--- src/lsps_pkg.sv ---
// ----------------------------------------------------------------------------
// lsps_pkg
// shared constants, register codes and types of the line-of-sight smoother
// ----------------------------------------------------------------------------
package lsps_pkg;

  localparam int GATE_REGS        = 4;
  localparam int POLE_W           = 16;
  localparam int GATE_W           = 64;
  localparam int CFG_W            = 15;
  localparam int CFG_IDX_W        = 3;
  localparam int CFG_DATA_W       = 64;
  localparam int FIFO_DEPTH       = 4;

  localparam int NUM_GATES_DEF    = 4;
  localparam int MAX_SAMPLES_DEF  = 128;
  localparam int COORD_WIDTH_DEF  = 16;
  localparam int ID_WIDTH_DEF     = 12;

  // register indexes
  localparam logic [CFG_IDX_W-1:0] REG_GATE_0  = 3'd0;
  localparam logic [CFG_IDX_W-1:0] REG_GATE_1  = 3'd1;
  localparam logic [CFG_IDX_W-1:0] REG_GATE_2  = 3'd2;
  localparam logic [CFG_IDX_W-1:0] REG_GATE_3  = 3'd3;
  localparam logic [CFG_IDX_W-1:0] REG_RADIUS  = 3'd4;
  localparam logic [CFG_IDX_W-1:0] REG_ELLIPSE = 3'd5;
  localparam logic [CFG_IDX_W-1:0] REG_STEP    = 3'd6;

  localparam logic [CFG_W-1:0] RADIUS_RST   = 15'd1024;
  localparam logic [CFG_W-1:0] ELLIPSE_RST  = 15'd2990;
  localparam logic [CFG_W-1:0] STEP_RST     = 15'd205;
  // 0.01 in q3.12
  localparam logic [CFG_W-1:0] CLEAR_MARGIN = 15'd41;

  typedef struct packed {
    logic done;
    logic hit;
  } lsps_status_t;

  function automatic int imax(input int a, input int b);
    return (a > b) ? a : b;
  endfunction

endpackage

--- src/lsps_sqrt.sv ---
// ----------------------------------------------------------------------------
// lsps_sqrt
// iterative integer square root, two radicand bits per cycle
// ----------------------------------------------------------------------------
module lsps_sqrt #(
  parameter int W = 36
) (
  input  logic             clk,
  input  logic             rst,
  input  logic             start,
  input  logic [W-1:0]     operand,
  output logic             done,
  output logic [W/2-1:0]   root
);

  localparam int CW = $clog2(W/2 + 1);

  logic [W-1:0]  rem;
  logic [W-1:0]  res;
  logic [W-1:0]  bitm;
  logic [CW-1:0] cnt;
  logic          running;
  logic [W-1:0]  trial;

  assign trial = res + bitm;
  assign root  = res[W/2-1:0];

  always_ff @(posedge clk) begin
    if (rst) begin
      running <= 1'b0;
      done    <= 1'b0;
      cnt     <= '0;
    end else begin
      done <= 1'b0;
      if (start) begin
        running <= 1'b1;
        cnt     <= CW'(W/2);
      end else if (running) begin
        cnt <= cnt - 1'b1;
        if (cnt == CW'(1)) begin
          running <= 1'b0;
          done    <= 1'b1;
        end
      end
    end
  end

  always_ff @(posedge clk) begin
    if (start) begin
      rem  <= operand;
      res  <= '0;
      bitm <= {2'b01, {(W-2){1'b0}}};
    end else if (running) begin
      if (rem >= trial) begin
        rem <= rem - trial;
        res <= (res >> 1) + bitm;
      end else begin
        res <= res >> 1;
      end
      bitm <= bitm >> 2;
    end
  end

endmodule

--- src/lsps_div.sv ---
// ----------------------------------------------------------------------------
// lsps_div
// restoring unsigned divider, one quotient bit per cycle
// ----------------------------------------------------------------------------
module lsps_div #(
  parameter int W = 36
) (
  input  logic         clk,
  input  logic         rst,
  input  logic         start,
  input  logic [W-1:0] num,
  input  logic [W-1:0] den,
  output logic         done,
  output logic [W-1:0] quo
);

  localparam int CW = $clog2(W + 1);

  logic [W-1:0]  rem;
  logic [W-1:0]  dvs;
  logic [CW-1:0] cnt;
  logic          running;
  logic [W:0]    remsh;
  logic          fits;

  assign remsh = {rem, quo[W-1]};
  assign fits  = remsh >= {1'b0, dvs};

  always_ff @(posedge clk) begin
    if (rst) begin
      running <= 1'b0;
      done    <= 1'b0;
      cnt     <= '0;
    end else begin
      done <= 1'b0;
      if (start) begin
        running <= 1'b1;
        cnt     <= CW'(W);
      end else if (running) begin
        cnt <= cnt - 1'b1;
        if (cnt == CW'(1)) begin
          running <= 1'b0;
          done    <= 1'b1;
        end
      end
    end
  end

  always_ff @(posedge clk) begin
    if (start) begin
      rem <= '0;
      quo <= num;
      dvs <= den;
    end else if (running) begin
      if (fits) begin
        rem <= W'(remsh - {1'b0, dvs});
      end else begin
        rem <= remsh[W-1:0];
      end
      quo <= {quo[W-2:0], fits};
    end
  end

endmodule

--- src/lsps_engine.sv ---
// ----------------------------------------------------------------------------
// lsps_engine
// segment collision test: sequencer around one multiplier, sqrt and divider
// ----------------------------------------------------------------------------
module lsps_engine #(
  parameter int CW = 16,
  parameter int NG = 4,
  parameter int MS = 128
) (
  input  logic                          clk,
  input  logic                          rst,
  input  logic                          start,
  input  logic signed [CW-1:0]          ax,
  input  logic signed [CW-1:0]          ay,
  input  logic signed [CW-1:0]          bx,
  input  logic signed [CW-1:0]          by,
  input  logic [lsps_pkg::GATE_W-1:0]   gates [NG],
  input  logic [lsps_pkg::CFG_W-1:0]    radius,
  input  logic [lsps_pkg::CFG_W-1:0]    ellipse,
  input  logic [lsps_pkg::CFG_W-1:0]    step,
  output lsps_pkg::lsps_status_t        status
);

  import lsps_pkg::*;

  localparam int PW  = imax(CW, POLE_W);
  localparam int MW  = PW + 1;
  localparam int SQW = 2 * MW + 2;
  localparam int RW  = SQW / 2;
  localparam int TW  = MW + 2;
  localparam int IW  = $clog2(MS + 1);
  localparam int KW  = (NG > 1) ? $clog2(NG) : 1;
  localparam int EW  = imax(RW, CFG_W) + 1;

  localparam logic [3:0] E_IDLE = 4'd0;
  localparam logic [3:0] E_LX   = 4'd1;
  localparam logic [3:0] E_LY   = 4'd2;
  localparam logic [3:0] E_LS   = 4'd3;
  localparam logic [3:0] E_LW   = 4'd4;
  localparam logic [3:0] E_SM   = 4'd5;
  localparam logic [3:0] E_SD   = 4'd6;
  localparam logic [3:0] E_SW   = 4'd7;
  localparam logic [3:0] E_GX   = 4'd8;
  localparam logic [3:0] E_GY   = 4'd9;
  localparam logic [3:0] E_GS   = 4'd10;
  localparam logic [3:0] E_GW   = 4'd11;

  logic [3:0]           state;
  logic signed [CW-1:0] anc_x, anc_y, sx, sy;
  logic [MW-1:0]        mx, my;
  logic                 sgx, sgy;
  logic [RW-1:0]        len, dl;
  logic [TW-1:0]        t;
  logic [IW-1:0]        i;
  logic [KW-1:0]        k;
  logic                 axis, side;
  logic [2*MW-1:0]      acc, prod;

  logic signed [CW:0]   dx, dy;
  logic [MW-1:0]        mul_a, mul_b;
  logic [POLE_W-1:0]    px, py;
  logic signed [MW-1:0] ddx, ddy;
  logic [MW-1:0]        ex, ey;
  logic                 sq_start, sq_done;
  logic [SQW-1:0]       sq_in;
  logic [RW-1:0]        sq_root;
  logic                 dv_start, dv_done;
  logic [SQW-1:0]       dv_num, dv_den, dv_quo;
  logic [CW:0]          q;
  logic signed [CW:0]   coord;
  logic [CFG_W-1:0]     step_eff;
  logic [TW-1:0]        t_next;
  logic [IW-1:0]        i_next;
  logic                 more;
  logic [EW-1:0]        rval, dl_e, dr_e, sum_e;
  logic                 circle, hit;

  assign dx = {bx[CW-1], bx} - {ax[CW-1], ax};
  assign dy = {by[CW-1], by} - {ay[CW-1], ay};

  // pole of the current gate and side
  always_comb begin
    px = side ? gates[k][47:32] : gates[k][15:0];
    py = side ? gates[k][63:48] : gates[k][31:16];
  end

  assign ddx = {{(MW-CW){sx[CW-1]}}, sx} - {{(MW-POLE_W){px[POLE_W-1]}}, px};
  assign ddy = {{(MW-CW){sy[CW-1]}}, sy} - {{(MW-POLE_W){py[POLE_W-1]}}, py};
  assign ex  = ddx[MW-1] ? MW'(-ddx) : MW'(ddx);
  assign ey  = ddy[MW-1] ? MW'(-ddy) : MW'(ddy);

  // shared multiplier operands
  always_comb begin
    case (state)
      E_LX: begin
        mul_a = mx;
        mul_b = mx;
      end
      E_LY: begin
        mul_a = my;
        mul_b = my;
      end
      E_SM: begin
        mul_a = axis ? my : mx;
        mul_b = t[MW-1:0];
      end
      E_GX: begin
        mul_a = ex;
        mul_b = ex;
      end
      E_GY: begin
        mul_a = ey;
        mul_b = ey;
      end
      default: begin
        mul_a = '0;
        mul_b = '0;
      end
    endcase
  end

  assign sq_start = (state == E_LS) || (state == E_GS);
  assign sq_in    = {2'b00, acc} + {2'b00, prod};
  assign dv_start = (state == E_SD);
  assign dv_num   = {1'b0, prod, 1'b0} + {{(SQW-RW){1'b0}}, len};
  assign dv_den   = {{(SQW-RW-1){1'b0}}, len, 1'b0};

  lsps_sqrt #(.W(SQW)) u_sqrt (
    .clk     (clk),
    .rst     (rst),
    .start   (sq_start),
    .operand (sq_in),
    .done    (sq_done),
    .root    (sq_root)
  );

  lsps_div #(.W(SQW)) u_div (
    .clk   (clk),
    .rst   (rst),
    .start (dv_start),
    .num   (dv_num),
    .den   (dv_den),
    .done  (dv_done),
    .quo   (dv_quo)
  );

  // rounded offset along the current axis
  assign q = {1'b0, dv_quo[CW-1:0]};
  always_comb begin
    if (axis) begin
      coord = sgy ? {anc_y[CW-1], anc_y} - signed'(q) : {anc_y[CW-1], anc_y} + signed'(q);
    end else begin
      coord = sgx ? {anc_x[CW-1], anc_x} - signed'(q) : {anc_x[CW-1], anc_x} + signed'(q);
    end
  end

  assign step_eff = (step == '0) ? CFG_W'(1) : step;
  assign t_next   = t + TW'(step_eff);
  assign i_next   = i + 1'b1;
  assign more     = (i_next < IW'(MS)) && (t_next <= TW'(len));

  // gate test with the left distance held and the right one just out
  assign rval   = EW'(radius - CLEAR_MARGIN);
  assign dl_e   = EW'(dl);
  assign dr_e   = EW'(sq_root);
  assign sum_e  = dl_e + dr_e;
  assign circle = (radius > CLEAR_MARGIN) && ((dl_e < rval) || (dr_e < rval));
  assign hit    = circle || (sum_e < EW'(ellipse));

  always_ff @(posedge clk) begin
    prod <= mul_a * mul_b;
  end

  always_ff @(posedge clk) begin
    if (rst) begin
      state  <= E_IDLE;
      status <= '0;
    end else begin
      status <= '0;
      case (state)
        E_IDLE: begin
          if (start) begin
            anc_x <= ax;
            anc_y <= ay;
            sgx   <= dx[CW];
            sgy   <= dy[CW];
            mx    <= MW'(dx[CW] ? -dx : dx);
            my    <= MW'(dy[CW] ? -dy : dy);
            state <= E_LX;
          end
        end
        E_LX: state <= E_LY;
        E_LY: begin
          acc   <= prod;
          state <= E_LS;
        end
        E_LS: state <= E_LW;
        E_LW: begin
          if (sq_done) begin
            len   <= sq_root;
            i     <= '0;
            t     <= '0;
            axis  <= 1'b0;
            state <= E_SM;
          end
        end
        E_SM: begin
          if ((t == '0) || (len == '0)) begin
            if (axis) begin
              sy    <= anc_y;
              axis  <= 1'b0;
              k     <= '0;
              side  <= 1'b0;
              state <= E_GX;
            end else begin
              sx   <= anc_x;
              axis <= 1'b1;
            end
          end else begin
            state <= E_SD;
          end
        end
        E_SD: state <= E_SW;
        E_SW: begin
          if (dv_done) begin
            if (axis) begin
              sy    <= coord[CW-1:0];
              axis  <= 1'b0;
              k     <= '0;
              side  <= 1'b0;
              state <= E_GX;
            end else begin
              sx    <= coord[CW-1:0];
              axis  <= 1'b1;
              state <= E_SM;
            end
          end
        end
        E_GX: state <= E_GY;
        E_GY: begin
          acc   <= prod;
          state <= E_GS;
        end
        E_GS: state <= E_GW;
        E_GW: begin
          if (sq_done) begin
            if (!side) begin
              dl    <= sq_root;
              side  <= 1'b1;
              state <= E_GX;
            end else if (hit) begin
              status <= '{done: 1'b1, hit: 1'b1};
              state  <= E_IDLE;
            end else if (k != KW'(NG - 1)) begin
              k     <= k + 1'b1;
              side  <= 1'b0;
              state <= E_GX;
            end else if (more) begin
              i     <= i_next;
              t     <= t_next;
              state <= E_SM;
            end else begin
              status <= '{done: 1'b1, hit: 1'b0};
              state  <= E_IDLE;
            end
          end
        end
        default: state <= E_IDLE;
      endcase
    end
  end

endmodule

--- src/line_of_sight_path_smoother.sv ---
// ----------------------------------------------------------------------------
// line_of_sight_path_smoother
// Waypoints of a path come in one beat at a time (id, signed q3.12 x and y,
// last flag) and the kept waypoints of the shortened path go out. The first
// waypoint is always kept, the second is held, and from the third on the
// segment from the anchor (last kept point) to the new waypoint is sampled at
// step_length spacing, at most MAX_SAMPLES samples. Each sample is checked
// against every gate: inside the clearance circle of a pole (circle_radius
// less 0.01) or inside the ellipse given by ellipse_sum. On a hit the held
// waypoint is sent and becomes the anchor; the waypoint with last set is
// always sent and ends the path. The first two waypoints of a path are
// handled on acceptance. Later waypoints run through one sequencer that
// shares a multiplier, a square-root unit and a divider, both SQW bits
// wide, where SQW = 2*max(COORD_WIDTH,16)+4: first the length, then per
// sample the position (the first sample sits on the anchor) and the
// gates (a hit ends the test early). in_ready stays low while a test
// runs. Results pass through a four-entry output queue; a new waypoint is
// taken while up to two results are still waiting.
// ----------------------------------------------------------------------------
module line_of_sight_path_smoother #(
  parameter int NUM_GATES   = lsps_pkg::NUM_GATES_DEF,
  parameter int MAX_SAMPLES = lsps_pkg::MAX_SAMPLES_DEF,
  parameter int COORD_WIDTH = lsps_pkg::COORD_WIDTH_DEF,
  parameter int ID_WIDTH    = lsps_pkg::ID_WIDTH_DEF
) (
  input  logic                              clk,
  input  logic                              rst,
  // configuration writes
  input  logic                              cfg_valid,
  output logic                              cfg_ready,
  input  logic [lsps_pkg::CFG_IDX_W-1:0]    cfg_index,
  input  logic [lsps_pkg::CFG_DATA_W-1:0]   cfg_data,
  // waypoints in
  input  logic                              in_valid,
  output logic                              in_ready,
  input  logic [ID_WIDTH-1:0]               node_id,
  input  logic signed [COORD_WIDTH-1:0]     pos_x,
  input  logic signed [COORD_WIDTH-1:0]     pos_y,
  input  logic                              last,
  // kept waypoints out
  output logic                              out_valid,
  input  logic                              out_ready,
  output logic [ID_WIDTH-1:0]               out_id,
  output logic signed [COORD_WIDTH-1:0]     out_x,
  output logic signed [COORD_WIDTH-1:0]     out_y,
  output logic                              out_last
);

  import lsps_pkg::*;

  // only the gates that have registers take part
  localparam int GATES_USED = (NUM_GATES < GATE_REGS) ? NUM_GATES : GATE_REGS;
  localparam int PTR_W      = $clog2(FIFO_DEPTH);
  localparam int CNT_W      = $clog2(FIFO_DEPTH + 1);

  // path position
  localparam logic [1:0] PS_NONE = 2'd0;
  localparam logic [1:0] PS_ONE  = 2'd1;
  localparam logic [1:0] PS_MANY = 2'd2;

  // control states
  localparam logic [1:0] T_IDLE = 2'd0;
  localparam logic [1:0] T_BUSY = 2'd1;
  localparam logic [1:0] T_LAST = 2'd2;

  typedef struct packed {
    logic [ID_WIDTH-1:0]    id;
    logic [COORD_WIDTH-1:0] x;
    logic [COORD_WIDTH-1:0] y;
    logic                   lst;
  } rec_t;

  // configuration registers
  logic [GATE_W-1:0] gate [GATE_REGS];
  logic [GATE_W-1:0] gate_use [GATES_USED];
  logic [CFG_W-1:0]  circle_radius;
  logic [CFG_W-1:0]  ellipse_sum;
  logic [CFG_W-1:0]  step_length;

  // path state
  logic signed [COORD_WIDTH-1:0] anchor_x, anchor_y, held_x, held_y;
  logic [ID_WIDTH-1:0]           anchor_id, held_id;
  logic [1:0]                    points_seen;

  // waypoint under test
  logic signed [COORD_WIDTH-1:0] cur_x, cur_y;
  logic [ID_WIDTH-1:0]           cur_id;
  logic                          cur_last;

  logic [1:0]    state;
  logic          accept;
  logic          eng_start;
  lsps_status_t  eng_status;

  // output queue
  rec_t              fifo [FIFO_DEPTH];
  logic [PTR_W-1:0]  wr_ptr, rd_ptr;
  logic [CNT_W-1:0]  count;
  logic              push, pop;
  rec_t              push_rec;

  // configuration is always taken; writes beyond the list are dropped
  assign cfg_ready = 1'b1;

  always_ff @(posedge clk) begin
    if (rst) begin
      for (int j = 0; j < GATE_REGS; j++) begin
        gate[j] <= '0;
      end
      circle_radius <= RADIUS_RST;
      ellipse_sum   <= ELLIPSE_RST;
      step_length   <= STEP_RST;
    end else if (cfg_valid && cfg_ready) begin
      case (cfg_index)
        REG_GATE_0:  gate[0]       <= cfg_data;
        REG_GATE_1:  gate[1]       <= cfg_data;
        REG_GATE_2:  gate[2]       <= cfg_data;
        REG_GATE_3:  gate[3]       <= cfg_data;
        REG_RADIUS:  circle_radius <= cfg_data[CFG_W-1:0];
        REG_ELLIPSE: ellipse_sum   <= cfg_data[CFG_W-1:0];
        REG_STEP:    step_length   <= cfg_data[CFG_W-1:0];
        default: ;
      endcase
    end
  end

  always_comb begin
    for (int j = 0; j < GATES_USED; j++) begin
      gate_use[j] = gate[j];
    end
  end

  // a waypoint may push two results, so keep two slots free
  assign in_ready  = (state == T_IDLE) && (count <= CNT_W'(FIFO_DEPTH - 2));
  assign accept    = in_valid && in_ready;
  assign eng_start = accept && (points_seen == PS_MANY);

  lsps_engine #(
    .CW (COORD_WIDTH),
    .NG (GATES_USED),
    .MS (MAX_SAMPLES)
  ) u_engine (
    .clk     (clk),
    .rst     (rst),
    .start   (eng_start),
    .ax      (anchor_x),
    .ay      (anchor_y),
    .bx      (pos_x),
    .by      (pos_y),
    .gates   (gate_use),
    .radius  (circle_radius),
    .ellipse (ellipse_sum),
    .step    (step_length),
    .status  (eng_status)
  );

  // results: at most one push per cycle, held point goes before the last one
  always_comb begin
    push     = 1'b0;
    push_rec = '0;
    if (accept && (points_seen == PS_NONE)) begin
      push     = 1'b1;
      push_rec = '{id: node_id, x: pos_x, y: pos_y, lst: last};
    end else if (accept && (points_seen == PS_ONE) && last) begin
      push     = 1'b1;
      push_rec = '{id: node_id, x: pos_x, y: pos_y, lst: 1'b1};
    end else if ((state == T_BUSY) && eng_status.done) begin
      if (eng_status.hit) begin
        push     = 1'b1;
        push_rec = '{id: held_id, x: held_x, y: held_y, lst: 1'b0};
      end else if (cur_last) begin
        push     = 1'b1;
        push_rec = '{id: cur_id, x: cur_x, y: cur_y, lst: 1'b1};
      end
    end else if (state == T_LAST) begin
      push     = 1'b1;
      push_rec = '{id: cur_id, x: cur_x, y: cur_y, lst: 1'b1};
    end
  end

  // path bookkeeping
  always_ff @(posedge clk) begin
    if (rst) begin
      state       <= T_IDLE;
      points_seen <= PS_NONE;
      anchor_x    <= '0;
      anchor_y    <= '0;
      anchor_id   <= '0;
      held_x      <= '0;
      held_y      <= '0;
      held_id     <= '0;
    end else begin
      case (state)
        T_IDLE: begin
          if (accept) begin
            cur_id   <= node_id;
            cur_x    <= pos_x;
            cur_y    <= pos_y;
            cur_last <= last;
            case (points_seen)
              PS_NONE: begin
                anchor_x    <= pos_x;
                anchor_y    <= pos_y;
                anchor_id   <= node_id;
                held_x      <= pos_x;
                held_y      <= pos_y;
                held_id     <= node_id;
                points_seen <= last ? PS_NONE : PS_ONE;
              end
              PS_ONE: begin
                held_x      <= pos_x;
                held_y      <= pos_y;
                held_id     <= node_id;
                points_seen <= last ? PS_NONE : PS_MANY;
              end
              default: begin
                state <= T_BUSY;
              end
            endcase
          end
        end
        T_BUSY: begin
          if (eng_status.done) begin
            if (eng_status.hit) begin
              anchor_x  <= held_x;
              anchor_y  <= held_y;
              anchor_id <= held_id;
            end
            held_x      <= cur_x;
            held_y      <= cur_y;
            held_id     <= cur_id;
            points_seen <= cur_last ? PS_NONE : PS_MANY;
            state       <= (eng_status.hit && cur_last) ? T_LAST : T_IDLE;
          end
        end
        T_LAST: state <= T_IDLE;
        default: state <= T_IDLE;
      endcase
    end
  end

  // output queue
  assign pop       = out_valid && out_ready;
  assign out_valid = (count != '0);
  assign out_id    = fifo[rd_ptr].id;
  assign out_x     = fifo[rd_ptr].x;
  assign out_y     = fifo[rd_ptr].y;
  assign out_last  = fifo[rd_ptr].lst;

  always_ff @(posedge clk) begin
    if (push) begin
      fifo[wr_ptr] <= push_rec;
    end
  end

  always_ff @(posedge clk) begin
    if (rst) begin
      wr_ptr <= '0;
      rd_ptr <= '0;
      count  <= '0;
    end else begin
      if (push) begin
        wr_ptr <= wr_ptr + 1'b1;
      end
      if (pop) begin
        rd_ptr <= rd_ptr + 1'b1;
      end
      case ({push, pop})
        2'b10:   count <= count + 1'b1;
        2'b01:   count <= count - 1'b1;
        default: count <= count;
      endcase
    end
  end

  // engine only reports while a test is running
  a_done_busy: assert property (@(posedge clk) disable iff (rst)
    eng_status.done |-> (state == T_BUSY))
    else $error("engine finished outside a test");

  // queue never overruns
  a_no_overflow: assert property (@(posedge clk) disable iff (rst)
    count <= CNT_W'(FIFO_DEPTH))
    else $error("output queue overflow");

  // trailing last beat state goes back to idle in the next cycle
  a_last_once: assert property (@(posedge clk) disable iff (rst)
    (state == T_LAST) |=> (state == T_IDLE))
    else $error("last beat state held");

  // a started test blocks new waypoints
  a_start_busy: assert property (@(posedge clk) disable iff (rst)
    eng_start |=> !in_ready)
    else $error("input taken during a test");

endmodule

--- config.mk ---
export PLATFORM = sky130hd
export DESIGN_NAME = line_of_sight_path_smoother
export DESIGN_NICKNAME = d
export VERILOG_FILES = /design/src/lsps_pkg.sv /design/src/lsps_sqrt.sv /design/src/lsps_div.sv /design/src/lsps_engine.sv /design/src/line_of_sight_path_smoother.sv
export SDC_FILE = /design/constraint.sdc
export NUM_CORES = 2
export LEC_CHECK = 0
export BUFFER_PORTS_ARGS = -buffer_cell sky130_fd_sc_hd__buf_2
export CORE_ASPECT_RATIO = 0.6
export CORE_UTILIZATION = 40
export DETAILED_ROUTE_END_ITERATION = 6
export PLACE_DENSITY = 0.55
export SLEW_MARGIN = 20
export SYNTH_ARGS = -nofsm -noshare
export SYNTH_HDL_FRONTEND = slang
export SYNTH_SLANG_ARGS = --single-unit
--- constraint.sdc ---
create_clock -name clk -period 10.4 [get_ports clk]
set_input_delay 0 -clock clk [delete_from_list [all_inputs] [get_ports clk]]
set_output_delay 0 -clock clk [all_outputs]
set_load 0.005 [all_outputs]
; Word-level counts from Yosys, hierarchy flattened
; Memories as Yosys holds them, arrays and structs flattened. A register that Yosys moved wholly into a read port is not among the register bits.
; Cells that the tools add are included.
[classes]
n_mux = 168
eq_ne = 48
reduce_logical = 59
n_mul = 1
add_sub_neg = 29
order_cmp = 10
bitwise_logic = 11
[op_table]
columns = op, n
row1 = $mux 16, 29
row2 = $mux 64, 6
row3 = $mux 45, 6
row4 = $mux 36, 7
row5 = $pmux 16 s2, 6
row6 = $pmux 17 s5, 2
row7 = $bmux 64 s2, 1
row8 = $mux 19, 6
row9 = $neg 17->17, 4
row10 = $sub 16x16->17, 4
row11 = $mux 17, 3
row12 = $mux 8, 6
row13 = $pmux 4 s12, 1
row14 = $mux 1, 46
row15 = $mux 2, 20
row16 = $mux 4, 10
row17 = $lt 18x19->1, 2
row18 = $pmux 19 s2, 1
row19 = $ge 37x19->1, 1
row20 = $add 35x18->36, 1
row21 = $add 35x35->36, 1
row22 = $add 36x35->36, 1
row23 = $ge 36x36->1, 1
row24 = $mux 12, 3
row25 = other kinds (68), 158
[totals]
mem_bits_rw = 436
wordCells = 381
n_memories = 2
out_inout_bits = 48
ff_bits = 613
[memory_table]
columns = memory, words, width, rd, rd_ports_with_merged_regs, wr, line
row1 = gate, 4, 64, 4, 0, 4, line_of_sight_path_smoother.sv:74  ; logic [GATE_W-1:0] gate [GATE_REGS];
row2 = fifo, 4, 45, 1, 1, 1, line_of_sight_path_smoother.sv:96  ; rec_t fifo [FIFO_DEPTH];

; Depth between registers and ports, before layout
[logic_depth]
ltp_word = 11
mapped_depth = 41
ltp_nobuf = 38

; Modules after synthesis
; Synthesis repeated with hierarchy kept, for this count alone.
[hier_totals]
cells_unflattened = 6852
hier_area_um2 = 71305.9
[modules_own_cells]
columns = mod, area_each_um2, n_inst, cells_each
row1 = lsps_engine, 32408.6, 1, 3579
row2 = line_of_sight_path_smoother, 23877.9, 1, 1613
row3 = lsps_sqrt, 8221.6, 1, 967
row4 = lsps_div, 6797.8, 1, 693

; Worst setup path before layout
; No wires, ideal clock.
[synth_timing]
kind = flip-flop to flip-flop
start = register u_engine.k[0]
end = register u_engine.prod[31]
stages_incl_launch_ff = 37
t_required_ns = 10.328
period_less_slack_ns = 10.167
path_buffers = 3
path_slack_ns = 0.233
setup_time_ns = 0.072
arrival_time_ns = 10.095
path_cell_list = edfxtp_1 -> clkbuf_1 -> buf_1 -> mux4_2 -> mux2i_1 -> ha_1 -> a2111o_1 -> o211a_1 -> a311oi_1 -> nand4_2 -> nor4_2 -> a31oi_1 -> xnor2_1 -> a211o_1 -> buf_2 -> o21a_1 -> fa_1 -> inv_1 -> fa_1 -> fa_1 -> inv_1 -> fa_1 -> fa_1 -> inv_1 -> fa_1 -> inv_1 -> ha_1 -> and3_1 -> a221oi_1 -> o21a_1 -> a21oi_1 -> a21oi_1 -> a21o_1 -> o2111ai_1 -> a31o_2 -> a21oi_1 -> xnor2_1
[synth_between]
elab_chain_cells = 10
elab_cells_between_ends = 15
[synth_lines]
columns = element, line
row1 = from (decl), lsps_engine.sv:55  ; logic [KW-1:0] k;
row2 = from (signal assigned), lsps_engine.sv:255  ; k <= k + 1'b1;
row3 = $not 2->3 (not written as such) (*), "lsps_engine.sv:83, lsps_engine.sv:84"
row4 = $bmux 64 s2 (*), "lsps_engine.sv:83, lsps_engine.sv:84"
row5 = $mux 64 (not written as such) (*), lsps_engine.sv:83  ; px = side ? gates[k][47:32] : gates[k][15:0];
row6 = $mux 64 (not written as such) (*), lsps_engine.sv:84  ; py = side ? gates[k][63:48] : gates[k][31:16];
row7 = $mux 16 (on tied branches), "lsps_engine.sv:84, lsps_engine.sv:83"
row8 = $sub 16x16->17 (on tied branches), "lsps_engine.sv:88, lsps_engine.sv:87"
row9 = $neg 17->17 (on tied branches), "lsps_engine.sv:90, lsps_engine.sv:89"
row10 = $mux 17 (on tied branches), "lsps_engine.sv:90, lsps_engine.sv:89"
row11 = $pmux 17 s5, lsps_engine.sv:94  ; case (state)
row12 = $mul 17x17->34 (*), lsps_engine.sv:171  ; prod <= mul_a * mul_b;
row13 = to (signal assigned), lsps_engine.sv:171
row14 = to (decl), lsps_engine.sv:57  ; logic [2*MW-1:0] acc, prod;
; Every way passes the cells marked *; elsewhere a longest branch is shown, timed or not. The select of a mux whose other input is x is not followed.
; A chain may end at the register's enable or synchronous reset.

; Worst setup path after layout
[layout_timing]
start = register u_engine.k[0]
end = register u_engine.prod[30]
; Same word-level chain as after synthesis.

==> metrics.md <==
| Metric | Value |
|---|---|
| Category of the worst setup path capture point | flip-flop |
| Port Buffers | 163 |
| Clock insertion delay at the later pin of the skew report | 0.75 ns |
| Initial antenna violation count | 13 |
| Hold-critical path endpoint | cur_x[8] |
| Wire length after detailed routing | 201000 um |
| Final-report max-slew violation count | 0 |
| Y dimension of the die | 323 um |
| CP Launch Type | flip-flop |
| Hold wc startpoint | pos_x[8] |
| Skew final | 0.0568 ns |
| Most frequent cell on the critical path | sky130_fd_sc_hd__fa_1 |
| IO Count | 165 |
| Post-synth design cell area | 68600 sq um |
| Master of the slowest instance on the critical path | sky130_fd_sc_hd__fa_1 |
| Fraction of registers with async set or reset after synthesis | 0 |
| Final setup violation count | 0 |
| Portion of the clock cycle consumed by the worst path in the final layout | 0.975 |
| Count of synthesis-stage warnings from yosys | 0 |
| Upper clock frequency limit | 0.0986 GHz |
| Final weighted congestion in routability-driven placement | 0.964 |
| Floorplan core area | 170000 sq um |
| Hold violation total from the final report | 0 |
| Result of the run | finished with violations |
| Die area | 173000 sq um |
| Stage delay of the slowest cell on the critical path | 0.55 ns |
| Cts bufs inserted | 103 |
| Clock period minus final worst setup slack | 10.14 ns |
| Clock Tree Buf Depth | 3 |
| Post-Layout Cell Count | 9301 |
| Number of instances on the worst hold path | 2 |
| Distinct cell type count of the synthesized netlist | 97 |
| Worst hold path class | input pin to flip-flop |
| Relative max-transition margin | 0.159 |
| Max Cap Violations | 0 |
| Number of vias in the routed layout | 52000 |
| First-pass GRT wire length | 307000 um |
| Leakage power of the design | 31.5 nW |
| Chip width | 537 um |
| Transition time of the tightest slew-check pin | 1.25 ns |
| Maximum net fanout on the critical path | 14 |
| DP Wirelength | 149000 um |
| Count of routing violations after the opening detailed-route iteration | 5524 |
| Commonest cells post-synth | sky130_fd_sc_hd__edfxtp_1, sky130_fd_sc_hd__nand2_1, sky130_fd_sc_hd__inv_1 |
| Power density normalized to cell area | 229 nW/um^2 |
| Clock-pin slew of the registers on the worst-case setup and hold paths | 0.06 ns |
| Layout Area Growth over Synthesis | 14.4% |
| Syn Inst Count | 6590 |
| DR WL/cell | 21.6 um |
| Number of nets in the final layout | 7758 |
| Yosys top cell area share | 0.338 |
| Critical Setup Path Class | flip-flop to flip-flop |
| Area of the multi-input gates | 37400 sq um |
| Maximum vdd drop | 161 uV |
| Storage cell area | 28800 sq um |
| Synthesized flop and latch total | 1051 |
| Initial standard-cell utilization of the core | 0.404 |
| Root buffer selected by CTS | sky130_fd_sc_hd__clkbuf_16 |
| Number of standard-cell rows in the floorplan | 117 |
| Failing checks | design-rule violations |
| Placed cells | 8953 |
| DRC | 2 |
| Reg2reg setup slack | 0.26 ns |
| Detailed Routing Iterations Pass 1 | 7 |
| Worst reg2reg path startpoint | u_engine.k[0] |
| Arrival @ worst endpoint | 10.78 ns |
| Reg2reg path depth | 37 |
| Most repeated cell in the gate-level netlist after synthesis | sky130_fd_sc_hd__edfxtp_1 |
| Largest net degree at the start of global routing | 76 |
| Cell type with the highest aggregate area in the netlist | sky130_fd_sc_hd__edfxtp_1 |
| Register area share after synthesis | 0.419 |
| Fillcell total | 15700 |
| Total global routing overflow | 0 |
| Crit path required time | 11.03 ns |
| Via count of the first global-routing pass | 49200 |
| Setup repair after global routing missed its margin | true |
| Top cells by area in the synthesized netlist | sky130_fd_sc_hd__edfxtp_1, sky130_fd_sc_hd__ha_1, sky130_fd_sc_hd__dfxtp_1 |
| Number of routed nets with antenna violations | 0 |
| Ys flop type | sky130_fd_sc_hd__edfxtp_1 |
| Sink Count | 1051 |
| CTS tree | built |
| Final core utilization | 0.462 |
| Count of flip-flops with a built-in enable after synthesis | 772 |
| GRT Resource Usage Total | 0.231 |
| Level count of the clock H-tree | 3 |
| Synth Area per Inst | 10.4 sq um |
| Layout cell share with drive strength beyond 1 | 0.115 |
| Post-Syn Nets | 7406 |
| Worst r2r dst | u_engine.prod[30] |
| Final-layout worst hold slack | 0.0522 ns |
| Via-per-instance ratio | 5.59 |
## how the worst max path moves through the flow
stage	start	end	cells after the start	slack, ns
2_1_floorplan	u_engine.k[0]	u_engine.prod[31]	36	0.23
3_3_place_gp	u_engine.k[0]	u_engine.prod[30]	38	0.17
3_5_place_dp	u_engine.k[0]	u_engine.prod[31]	36	0.08
4_1_cts	u_engine.k[0]	u_engine.prod[30]	38	0.01
5_1_grt	u_engine.k[0]	u_engine.prod[30]	37	-0.13
6_report	u_engine.k[0]	u_engine.prod[30]	37	0.26
## sequential cells by signal, summed over array words and instances, names as in the netlist, 18 cells and up, named ones only
name	cells
u_engine.len	18
u_engine.dl	18
u_engine.u_div.rem	36
fifo	180
u_engine.u_sqrt.rem	36
u_engine.u_sqrt.res	36
u_engine.u_div.quo	36
u_engine.prod	34
u_engine.t	19
u_engine.acc	34
u_engine.u_sqrt.bitm	18
u_engine.u_div.dvs	18
gate	256
## power by group
group / switching (W) / internal, W / leakage (nW) / total [W]
sequential: 0.000494 / 0.00536 / 9.59 / 0.00585
clock: 0.00173 / 0.00221 / 1.72 / 0.00394
combinational: 0.00487 / 0.00331 / 20.2 / 0.00818
total: 0.00709 / 0.0109 / 31.5 / 0.0180
## critical path, delay by kind of cell (launching register included)
family	cells	cell delay (ns)
fa+ha+maj	8	3.68
compound gates	12	2.79
simple gates	5	1.15
buf+inv	9	0.99
mux	2	0.87
flops	1	0.43
xor+xnor	1	0.12
## repair_timing
item	in CTS	in global routing
buffers inserted	0	16
hold buffers	127	0
endpoints found under the setup margin	2	13
gates resized for setup	2	60
pin swaps	0	17
endpoints found under the hold margin	638	0
gates cloned	0	2
## placed cells by master (no fill, tap or decap), types with 216 or more instances in the layout
cell | netlist | routed
sky130_fd_sc_hd__edfxtp_1 | 772 | 772
sky130_fd_sc_hd__nand2_1 | 553 | 553
sky130_fd_sc_hd__nor2_1 | 476 | 471
sky130_fd_sc_hd__buf_4 | 2 | 216
sky130_fd_sc_hd__xnor2_1 | 242 | 237
sky130_fd_sc_hd__a21oi_1 | 386 | 379
sky130_fd_sc_hd__o21ai_0 | 237 | 234
sky130_fd_sc_hd__ha_1 | 462 | 462
sky130_fd_sc_hd__dfxtp_1 | 279 | 275
sky130_fd_sc_hd__fa_1 | 237 | 235
sky130_fd_sc_hd__and2_1 | 391 | 390
sky130_fd_sc_hd__inv_1 | 515 | 514
## area by class of cell
class / count / share of cell area
inverter: 516 / 0.0247
clock inverter: 53 / 0.00808
clock buffer: 143 / 0.0369
sequential: 1051 / 0.367
tap: 2261 / 0.0361
antenna: 7 / 0.000223
timing repair buffer: 521 / 0.0508
multi-input combinational: 4749 / 0.477
## per-layer routing
| metal | wire length (um) | share of wire | global-route usage | vias up |
|---|---|---|---|---|
| met5 | 12 | 0.000060 | 0 | - |
| met4 | 3090 | 0.015 | 0.0403 | 2 |
| met3 | 17700 | 0.088 | 0.0435 | 152 |
| met2 | 75900 | 0.38 | 0.301 | 1815 |
| met1 | 104000 | 0.52 | 0.383 | 25700 |
| li1 | - | - | - | 24400 |
## through the flow
stage / total power (W) / setup TNS [ns] / setup slack (ns) / instance area [sq um]
2_1_floorplan: 0.0113 / 0 / 0.233 / 68600
3_3_place_gp: 0.0138 / 0 / 0.166 / 73200
3_5_place_dp: 0.0139 / 0 / 0.0777 / 73200
4_1_cts: 0.0180 / 0 / 0.0129 / 78000
5_1_grt: 0.0192 / -0.292 / -0.132 / 78500
6_report: 0.0180 / 0 / 0.256 / 78500
## kinds of logic after synthesis
logic type      count (synthesis)  share of synthesized area
mux                           211                     0.0508
flops                        1051                      0.419
other cells                     1                  0.0000547
fa+ha+maj                     699                      0.153
simple gates                 2004                      0.144
buf+inv                       790                     0.0435
compound gates               1432                      0.138
xor+xnor                      402                     0.0514
(Power assumes the default switching activity.)
